==> config.mk <==
export PLATFORM = sky130hd
export DESIGN_NAME = sgm_ctrl
export DESIGN_NICKNAME = d
export VERILOG_FILES = /design/src/rtl/core/sgm_pkg.sv /design/src/rtl/core/sgm_ctrl.sv
export SDC_FILE = /design/constraint.sdc
export NUM_CORES = 1
export LEC_CHECK = 0
export BUFFER_PORTS_ARGS = -buffer_cell sky130_fd_sc_hd__buf_2
export CORE_AREA = 2 2 39 41
export CTS_BUF_LIST = sky130_fd_sc_hd__clkbuf_4
export CTS_CLUSTER_DIAMETER = 120
export DETAILED_ROUTE_END_ITERATION = 10
export DIE_AREA = 0 0 41 43
export GPL_TIMING_DRIVEN = 0
export SLEW_MARGIN = 20
export SYNTH_ARGS = -nofsm -noshare
export SYNTH_HDL_FRONTEND = slang
export SYNTH_SLANG_ARGS = --single-unit
==> constraint.sdc <==
create_clock -name clk -period 1.3 [get_ports clk]
set_clock_uncertainty 0.05 [all_clocks]
set_input_delay 0.065 -clock clk [delete_from_list [all_inputs] [get_ports clk]]
set_output_delay 0.065 -clock clk [all_outputs]
set_load 0.005 [all_outputs]
==> src/rtl/core/sgm_pkg.sv <==
// Shared constants, payload and control types for the Sobel gradient magnitude unit.
package sgm_pkg;

    // Frame limits
    localparam int W_MAX = 1024;
    localparam int H_MAX = 4096;

    // Field and counter widths
    localparam int PIX_W  = 8;
    localparam int WID_W  = 11;                // image_width register
    localparam int HGT_W  = 13;                // image_height register
    localparam int COL_W  = $clog2(W_MAX);     // column counters, line memory address
    localparam int ROW_W  = HGT_W;             // input row, runs up to a couple past the height
    localparam int OROW_W = $clog2(H_MAX);     // output row

    // Configuration port
    localparam int CFG_IDX_W  = 2;
    localparam int CFG_DATA_W = 13;
    localparam logic [CFG_IDX_W-1:0] CFG_IDX_WIDTH  = 2'd0;
    localparam logic [CFG_IDX_W-1:0] CFG_IDX_HEIGHT = 2'd1;
    localparam logic [WID_W-1:0] WIDTH_RESET  = 11'd640;
    localparam logic [HGT_W-1:0] HEIGHT_RESET = 13'd480;

    // Item kinds
    localparam logic ACT_PIXEL = 1'b0;
    localparam logic ACT_FLUSH = 1'b1;

    // Gradient and root arithmetic
    localparam int ABS_W  = PIX_W + 2;         // |Gx|, |Gy| up to 4*255
    localparam int SQR_W  = 2 * ABS_W;         // one square
    localparam int SQ_W   = SQR_W + 1;         // sum of both squares
    localparam int ROOT_W = PIX_W;             // saturated result
    localparam int HALF_W = 2 * ROOT_W;        // radicand bits below saturation
    localparam int REM_W  = ROOT_W + 3;
    localparam int ROOT_STEPS = ROOT_W;
    localparam int CNT_W  = $clog2(ROOT_STEPS);
    localparam logic [ROOT_W-1:0] MAG_MAX = 8'd255;

    typedef struct packed {
        logic             action;
        logic [PIX_W-1:0] pixel;
    } pix_item_t;

    typedef struct packed {
        logic [PIX_W-1:0] magnitude;
        logic             last_of_frame;
    } mag_item_t;

    typedef struct packed {
        logic [PIX_W-1:0] upper;
        logic [PIX_W-1:0] middle;
    } line_entry_t;

    // Controller to datapath
    typedef struct packed {
        logic cfg_write;
        logic take_item;
        logic restart;
        logic rd_issue;
        logic advance;
        logic grad;
        logic square;
        logic root_start;
        logic out_load;
    } sgm_cmd_t;

    // Datapath to controller
    typedef struct packed {
        logic is_flush;
        logic frame_done;
        logic row_ge_h;
        logic emit;
        logic root_busy;
        logic out_free;
        logic out_last;
    } sgm_sts_t;

endpackage

==> src/rtl/core/sgm_ctrl.sv <==
// Sequencing state machine of the Sobel gradient magnitude unit.
module sgm_ctrl (
    input  logic              clk,
    input  logic              rst_n,
    input  logic              pix_valid,
    output logic              pix_stall,
    input  logic              cfg_valid,
    output logic              cfg_ready,
    input  sgm_pkg::sgm_sts_t sts,
    output sgm_pkg::sgm_cmd_t cmd
);
    import sgm_pkg::*;

    localparam logic [3:0] ST_IDLE  = 4'd0;
    localparam logic [3:0] ST_CHECK = 4'd1;
    localparam logic [3:0] ST_ISSUE = 4'd2;
    localparam logic [3:0] ST_ADV   = 4'd3;
    localparam logic [3:0] ST_GRAD  = 4'd4;
    localparam logic [3:0] ST_SQR   = 4'd5;
    localparam logic [3:0] ST_START = 4'd6;
    localparam logic [3:0] ST_ROOT  = 4'd7;
    localparam logic [3:0] ST_OUT   = 4'd8;

    logic [3:0] state_reg;
    logic [3:0] state_next;

    always_comb
    begin
        state_next = state_reg;
        cmd        = '0;
        pix_stall  = 1'b1;
        cfg_ready  = 1'b0;
        unique case (state_reg)
            ST_IDLE:
            begin
                pix_stall     = 1'b0;
                cfg_ready     = 1'b1;
                cmd.cfg_write = cfg_valid;
                if (pix_valid)
                begin
                    cmd.take_item = 1'b1;
                    state_next    = ST_CHECK;
                end
            end
            ST_CHECK:
            begin
                // a pixel after a finished frame starts a new one, then is checked again
                priority if (!sts.is_flush && sts.frame_done)
                    cmd.restart = 1'b1;
                else if (!sts.is_flush && sts.row_ge_h)
                    state_next = ST_IDLE;
                else if (sts.is_flush && (sts.frame_done || !sts.row_ge_h))
                    state_next = ST_IDLE;
                else
                    state_next = ST_ISSUE;
            end
            ST_ISSUE:
            begin
                cmd.rd_issue = 1'b1;
                state_next   = ST_ADV;
            end
            ST_ADV:
            begin
                cmd.advance = 1'b1;
                priority if (sts.emit)
                    state_next = ST_GRAD;
                else if (sts.is_flush)
                    state_next = ST_ISSUE;
                else
                    state_next = ST_IDLE;
            end
            ST_GRAD:
            begin
                cmd.grad   = 1'b1;
                state_next = ST_SQR;
            end
            ST_SQR:
            begin
                cmd.square = 1'b1;
                state_next = ST_START;
            end
            ST_START:
            begin
                cmd.root_start = 1'b1;
                state_next     = ST_ROOT;
            end
            ST_ROOT:
            begin
                if (!sts.root_busy)
                    state_next = ST_OUT;
            end
            ST_OUT:
            begin
                if (sts.out_free)
                begin
                    cmd.out_load = 1'b1;
                    state_next   = ST_IDLE;
                end
            end
            default:
            begin
                state_next = ST_IDLE;
            end
        endcase
    end

    always_ff @(posedge clk or negedge rst_n)
    begin
        if (!rst_n)
            state_reg <= ST_IDLE;
        else
            state_reg <= state_next;
    end

endmodule

; ---- Yosys cells after proc, flatten, opt, wreduce, memory -nomap -nowiden
; Index checks and enable logic that the tools add are counted.
[word_totals]
out_inout_bits = 11
in_bits = 11
regBits = 4
[op_classes]
eq_ne = 12
n_mux = 22
n_reduce_logical = 8
[op_table]
columns = op, n
row1 = $pmux 4 s9, 1
row2 = $mux 4, 6
row3 = $eq 4x3->1 const B, 4
row4 = $mux 1, 12
row5 = $eq 4x2->1 const B, 2
row6 = $ne 2x2->1 const B, 4
row7 = $mux 2, 3
row8 = $eq 4x1->1 const B, 1
row9 = $eq 4x4->1 const B, 1
row10 = $logic_not 4->1, 1
row11 = $reduce_and 4->1, 1
row12 = $logic_and 1x1->1, 3
row13 = $logic_not 1->1, 2
row14 = $logic_or 1x1->1, 1

; ---- Depth between registers and ports, before layout
; Gate-level depths: netlist (run 1).
[logic_depth]
word_depth = 7
mapped_depth = 5
depth_no_buf = 4

; ---- Worst setup path after synthesis (run 1)
; Ideal clock, no wire load.
[synth_timing]
path_type = reg2reg
start = reg state_reg[2]
end = reg state_reg[0]
setup_slack_ns = 0.097
arrival_ns = 1.027
period_less_slack_ns = 1.203
setup_time_ns = 0.126
n_path_buf = 1
path_stages_with_launch = 5
cell_sequence = dfrtp_1 > clkbuf_4 > nor3_2 > a21oi_1 > a221o_1
[synth_between]
elab_chain_len = 3
word_cells_on_any_way = 15
classes_between = eq/ne: 12 / mux: 1 / reduce/logical: 2
[synth_rtl]
columns = element, line
row1 = "start, declared", sgm_ctrl.sv:24  ; logic [3:0] state_reg;
row2 = "start signal, assigned", sgm_ctrl.sv:112  ; state_reg <= state_next;
row3 = $eq 4x1->1 (tied with other cells), sgm_ctrl.sv:33  ; unique case (state_reg)
row4 = $ne 2x2->1 (no source line), -
row5 = $reduce_and 4->1 (no source line), -
; Several ways; a longest one is shown, not always the timed one.
; A chain may end at the register's enable or synchronous reset.

==> results of run 1 <==
==> report_power, final <==
part	switching (uW)	internal [uW]	total [uW]
sequential	78.9	174	253
clock	51.2	103	154
combinational	351	386	737
total	481	663	1140
==> worst max path at each step <==
stage,to,from,cells past startpoint
detailed placement,state_reg[0]$_DFFE_PN0P_,state_reg[1]$_DFFE_PN0P_,3
CTS,cmd[8],state_reg[2]$_DFFE_PN0P_,6
floorplan,state_reg[0]$_DFFE_PN0P_,state_reg[2]$_DFFE_PN0P_,4
global placement,state_reg[0]$_DFFE_PN0P_,state_reg[1]$_DFFE_PN0P_,3
global route,cmd[6],state_reg[2]$_DFFE_PN0P_,5
finish,cmd[6],state_reg[0]$_DFFE_PN0P_,4
==> per-layer routing <==
metal | share of wire | wire length (um) | vias up
met3 | 0.064 | 61 | 2
met4 | 0.020 | 19 | 0
met1 | 0.37 | 350 | 185
met2 | 0.55 | 524 | 18
met5 | 0 | 0 | -
li1 | - | - | 203
==> repair_timing <==
item	in CTS	in global routing
hold buffers	2	0
endpoints found under the setup margin	6	10
endpoints found under the hold margin	5	0
gates resized for setup	8	11
pin swaps	1	3
setup buffers	3	1
==> cells in the mapped netlist <==
| cell type | count | area, um^2 |
|---|---|---|
| a21oi_1 | 1 | 5.00 |
| a221o_1 | 1 | 10.0 |
| a22oi_1 | 1 | 7.51 |
| a31oi_1 | 1 | 6.26 |
| and2_1 | 1 | 6.26 |
| and3_2 | 1 | 7.51 |
| and3b_1 | 1 | 8.76 |
| clkbuf_4 | 1 | 7.51 |
| dfrtp_1 | 4 | 100 |
| inv_1 | 2 | 7.51 |
| inv_2 | 2 | 7.51 |
| nand2_1 | 6 | 22.5 |
| nand2b_4 | 1 | 13.8 |
| nand4b_1 | 1 | 8.76 |
| nor2_1 | 6 | 22.5 |
| nor2b_1 | 1 | 6.26 |
| nor3_1 | 3 | 15.0 |
| nor3_2 | 2 | 20.0 |
| nor3b_1 | 1 | 7.51 |
| o21ai_0 | 1 | 5.00 |
| o21ai_2 | 1 | 8.76 |
| o31ai_1 | 1 | 7.51 |
| o32ai_1 | 1 | 8.76 |
==> cell families (layout without fill, tap and decap cells) <==
logic type | after synthesis | in the layout | share of synthesized area
AOI/OAI and AO/OA | 8 | 8 | 0.184
buffers and inverters | 5 | 34 | 0.0703
DFF | 4 | 4 | 0.313
and+or+nand+nor | 24 | 24 | 0.434
==> cell type report <==
| cell class | instances | area, um^2 | area share |
|---|---|---|---|
| inverters | 4 | 15.0 | 0.0260 |
| repair buffers | 26 | 163 | 0.281 |
| clock buffers | 3 | 22.5 | 0.0390 |
| flip-flops and latches | 4 | 104 | 0.180 |
| plain buffers | 1 | 15.0 | 0.0260 |
| well taps | 16 | 20.0 | 0.0346 |
| multi-input cells | 32 | 239 | 0.413 |
==> stage by stage <==
stage	instances	TNS [ns]	total power [uW]	util	hold WS, ns
floorplan	41	0	561	-	-0.281
global placement	77	0	740	0.318	-0.180
detailed placement	77	0	740	0.318	-0.179
CTS	85	-0.0312	1040	0.384	0.0226
global route	86	-0.373	1220	0.418	0.0226
finish	86	-0.0604	1140	0.418	0.0258
==> metrics.md, run 1 <==
| Metric | Value |
|---|---|
| Outcome | `finished, violations left` |
| Failing checks | `negative setup slack` |
| Initial antenna violation count | `0` |
| Nets | `83` |
| Mapped cell area | `320 um^2` |
| Most frequent cells in the layout | `buf_2, nand2_1, buf_4` |
| Total global routing overflow | `0` |
| Post-Route WL | `955 um` |
| Hpwl dp | `651 um` |
| ANT nets after route | `0` |
| Die area | `1760 um^2` |
| Worst setup margin | `-0.0281 ns` |
| Final Max Slew Viols | `0` |
| Synth unique cells | `23` |
| Endpoints failing hold | `0` |
| Power Density | `1980 nW/um^2` |
| Critical path, cell by cell | `nor2b_2, nand4b_1, inv_2, buf_6` |
| Placed inst area | `440 um^2` |
| Commonest non-fill, non-tap cell in the layout | `buf_2` |
| Min Clock Period, post-route | `1.33 ns` |
| Max Freq | `753 MHz` |
| CTS max path bufs | `2` |
| Total GRT Usage | `0.114` |
| Wirelength per Cell | `11.1 um` |
| YS warnings | `0` |
| Final period utilization | `1.02` |
| Post-synthesis sequential area ratio | `0.313` |
| H-tree depth | `1` |
| R2r setup slk | `0.03 ns` |
| Fill cell total of the finished layout | `143` |
| N_diodes | `0` |
| CP max stage cell | `dfrtp_2` |
| Initial DRC count | `5` |
| DIE WIDTH | `41 um` |
| IO Count | `22` |
| CP Data Required Time | `1.19 ns` |
| Routing usage on met2 | `0.181` |
| P&R area growth vs syn | `80.5%` |
| Mapped Nets | `52` |
| CTS tree | `yes` |
| Placer Congestion | `0.790` |
| Critical Path Sink Type | `output pin` |
| WS Path Type | `flip-flop to output pin` |
| Max-slew headroom | `0.840` |
| CP delay by family, top | `flip-flops` |
| Worst EP arrival | `1.21 ns` |
| IO buf count | `20` |
| Final setup fails | `3` |
| Largest net degree at the start of global routing | `8` |
| Drt first pass iters | `4` |
| Met1 usage | `0.142` |
| Hold path startpoint | `sts[2]` |
| Reg2Reg Capture Point | `state_reg[2]$_DFFE_PN0P_` |
| Cell row count | `14` |
| Num CTS Buffers | `3` |
| Fin area | `578 um^2` |
| Via-per-instance ratio | `4.74` |
| Clock-pin slew on the worst setup and hold paths | `0.04 ns` |
| Reg2reg path depth | `5` |
| Starting Density | `0.231` |
| Hold Path Cell Cnt | `2` |
| Crit Path Max Fanout | `6` |
| CTS Root Cell | `clkbuf_4` |
| Worst-Margin Slew | `0.239 ns` |
| Number of global-route vias before repair | `374` |
| Clk Latency, worst-skew pair | `0.23 ns` |
| Peak supply drop | `0.948 mV` |
| Buf/Inv on CP | `2` |
| Max-cap check violation count | `0` |
| Placement Setup Slack | `0.0113 ns` |
| GR peak layer | `met2` |
| Global routing usage on met3 | `0.0157` |
| Startpoint types | `flip-flop` |
| DRC Markers | `0` |
| Clk sink count | `4` |
| Die Y | `43 um` |
| Hold Path Class | `input pin to flip-flop` |
| Hold Path End | `state_reg[3]$_DFFE_PN0P_` |
| Largest register FFs | `4` |
| Core Box Area | `1380 um^2` |
| Worst R2R Start | `state_reg[0]$_DFFE_PN0P_` |
| Synthesized flop and latch total | `4` |
| Unrepaired setup endpoints after global routing | `true` |
| Mean Syn Cell Area | `7.81 um^2` |
| Synth Instances | `41` |
| Pleak | `0.000301 uW` |
| Global-route wire length before repair | `1350 um` |
| Vias | `408` |
| Largest stage delay, worst path | `0.44 ns` |
| Share of cells above drive strength 1 | `0.686` |
Power figures use the tool's default switching activity.
==> run 2: changes to the inputs <==
- TNS_END_PERCENT: default -> 10
- clock period: 1.3 -> 1.35 ns (I/O delays scaled with it)
==> run 2 against run 1 <==
The flow now finishes without violations; highest routed layer unchanged; register-to-register slack improved by 0.07 ns; critical path type unchanged; sequential share of layout area grew 2.4 points; largest cell class unchanged; utilization shrank 4.9 points; cell count is 4.7% lower; non-clock buffer count down 4; die area stayed put.
==> metrics.md, run 2 (synthesis gave the netlist of run 1 again) <==
| Metric | Value |
|---|---|
| DIE WIDTH | `41 um (unchanged)` |
| P&R area growth vs syn | `59.4%` |
| Initial antenna violation count | `0 (unchanged)` |
| Initial DRC count | `5 (unchanged)` |
| Critical Path Sink Type | `output pin` |
| Num CTS Buffers | `3 (unchanged)` |
| Clock-pin slew on the worst setup and hold paths | `0.04 ns (about the same)` |
| Core Box Area | `1380 um^2 (unchanged)` |
| Final core utilization | `0.369 (-0.0488)` |
| Vias | `386 (-5.4%)` |
| Worst EP arrival | `1.20 ns (about the same)` |
| IO buf count | `20 (unchanged)` |
| Setup_tns | `0 ns (+0.0604 ns)` |
| Largest stage delay, worst path | `0.46 ns (+0.02 ns)` |
| Endpoints failing hold | `0 (unchanged)` |
| Max Freq | `760 MHz` |
| Max-cap check violation count | `0 (unchanged)` |
| Clk Latency, worst-skew pair | `0.23 ns (about the same)` |
| Inst Count DP | `77 (unchanged)` |
| CP delay by family, top | `flip-flops` |
| Largest net degree at the start of global routing | `9 (+1)` |
| Worst-Margin Slew | `0.237 ns (-0.00175 ns)` |
| Placer Congestion | `0.790 (unchanged)` |
| Global-route wire length before repair | `1360 um (+0.52%)` |
| Nets | `79 (-4.8%)` |
| Share of cells above drive strength 1 | `0.561 (-0.125)` |
| Commonest non-fill, non-tap cell in the layout | `buf_2` |
| Drt first pass iters | `4 (unchanged)` |
| Most frequent cells in the layout | `buf_2, nand2_1, nor2_1` |
| Largest register FFs | `4 (unchanged)` |
| Crit Path Max Fanout | `8 (+2)` |
| Pleak | `0.000268 uW (-11%)` |
| CTS tree | `yes` |
| Buf/Inv on CP | `1 (-1)` |
| Post-Route WL | `855 um (-10%)` |
| Fin cells | `82 (-4.7%)` |
| Post-CTS setup buffer count | `0 (-3)` |
| IO Count | `22 (unchanged)` |
| CTS max path bufs | `2 (unchanged)` |
| Min Clock Period, post-route | `1.32 ns` |
| Total GRT Usage | `0.113 (-0.00124)` |
| Placement Setup Slack | `0.0613 ns (+0.0500 ns)` |
| Final setup fails | `0 (-3)` |
| WS Path Type | `flip-flop to output pin` |
| Hpwl dp | `651 um (unchanged)` |
| Final period utilization | `0.974` |
| Number of global-route vias before repair | `367 (-1.9%)` |
| Max-slew headroom | `0.841 (+0.00117)` |
| Hold Path Class | `input pin to flip-flop` |
| Die area | `1760 um^2 (unchanged)` |
| N_diodes | `0 (unchanged)` |
| CTS Root Cell | `clkbuf_4` |
| CP Data Required Time | `1.23 ns (+0.04 ns)` |
| Starting Density | `0.231 (unchanged)` |
| Clk sink count | `4 (unchanged)` |
| Total global routing overflow | `0 (unchanged)` |
| Wirelength per Cell | `10.4 um (-6.1%)` |
| Startpoint types | `flip-flop` |
| Unrepaired setup endpoints after global routing | `true` |
| Die Y | `43 um (unchanged)` |
| Worst setup margin | `0.0348 ns (+0.0629 ns)` |
| Critical path, cell by cell | `nor3_4, and3_2, buf_2` |
| H-tree depth | `1 (unchanged)` |
| Final Max Slew Viols | `0 (unchanged)` |
| CP max stage cell | `dfrtp_2` |
| Via-per-instance ratio | `4.71 (-0.78%)` |
| ANT nets after route | `0 (unchanged)` |
| DRC Markers | `0 (unchanged)` |
| Outcome | `complete, no violations` |
| Cell row count | `14 (unchanged)` |
| Power Density | `1860 nW/um^2 (-6.2%)` |
| Peak supply drop | `0.847 mV (-11%)` |
[run 2: cell count changes in the layout (fill, tap and decap cells not counted)]
cell | before | now
and2_4 | 1 | 0
nor3_1 | 1 | 3
nor3b_1 | 0 | 1
nor2_1 | 3 | 5
buf_4 | 4 | 0
and2_1 | 0 | 1
nor2b_2 | 1 | 0
nor2_2 | 2 | 0
buf_2 | 18 | 20
nor3_2 | 3 | 1
buf_6 | 2 | 0
nor2b_1 | 0 | 1
nor3b_2 | 1 | 0
[run 2: worst reg2reg max path, cell delays in order, from the launching register on]
cell and delay, ns:
dfrtp_2 0.46, nor3_4 0.21, a21oi_1 0.11, a221o_1 0.30
[run 2: timing repair]
action / 4_1_cts / 5_1_grt
hold endpoints to repair: 5 / 0
endpoints found under the setup margin: 4 / 7
hold buffers: 2 / 0
resized for setup: 5 / 5
[run 2: routing by layer]
layer	wire length (um)	share of wire	up-vias	GRT usage
met2	422	0.49	16	0.181
li1	-	-	196	-
met3	52	0.061	2	0.0157
met5	0	0	-	0
met4	17	0.020	0	0.0600
met1	362	0.42	172	0.138
[run 2: worst paths after layout]
check | startpoint | end | slack, ns | cells after the start
setup / recovery | state_reg[1]$_DFFE_PN0P_ | cmd[0] | 0.03 | 3
hold / removal | sts[2] | state_reg[3]$_DFFE_PN0P_ | 0.03 | 2
setup reg to reg | state_reg[1]$_DFFE_PN0P_ | state_reg[0]$_DFFE_PN0P_ | 0.10 | 3
hold reg to reg | state_reg[0]$_DFFE_PN0P_ | state_reg[3]$_DFFE_PN0P_ | 0.62 | 3
max in group asynchronous | rst_n | state_reg[1]$_DFFE_PN0P_ | 1.01 | 2
min in group asynchronous | rst_n | state_reg[3]$_DFFE_PN0P_ | 0.11 | 2
[run 2: cell type report]
type                    instances  area [um^2]
plain buffers                   1         15.0
clock buffers                   3         22.5
fillers                       153          873
inverters                       4         15.0
multi-input cells              32          214
flip-flops and latches          4          104
well taps                      16         20.0
repair buffers                 22          120
[run 2: report_power, final]
| group | total (uW) | internal, uW | switching, uW |
|---|---|---|---|
| clock | 149 | 99.4 | 49.1 |
| sequential | 240 | 167 | 72.7 |
| combinational | 559 | 272 | 287 |
| total | 948 | 539 | 409 |
[run 2: stage by stage]
| step | power, uW | hold slack (ns) | area [um^2] |
|---|---|---|---|
| 4_1_cts | 914 | 0.0288 | 500 |
| 2_1_floorplan | 540 | -0.278 | 320 |
| 3_5_place_dp | 713 | -0.177 | 440 |
| 6_report | 948 | 0.0298 | 510 |
| 3_3_place_gp | 713 | -0.178 | 440 |
| 5_1_grt | 1030 | 0.0233 | 510 |
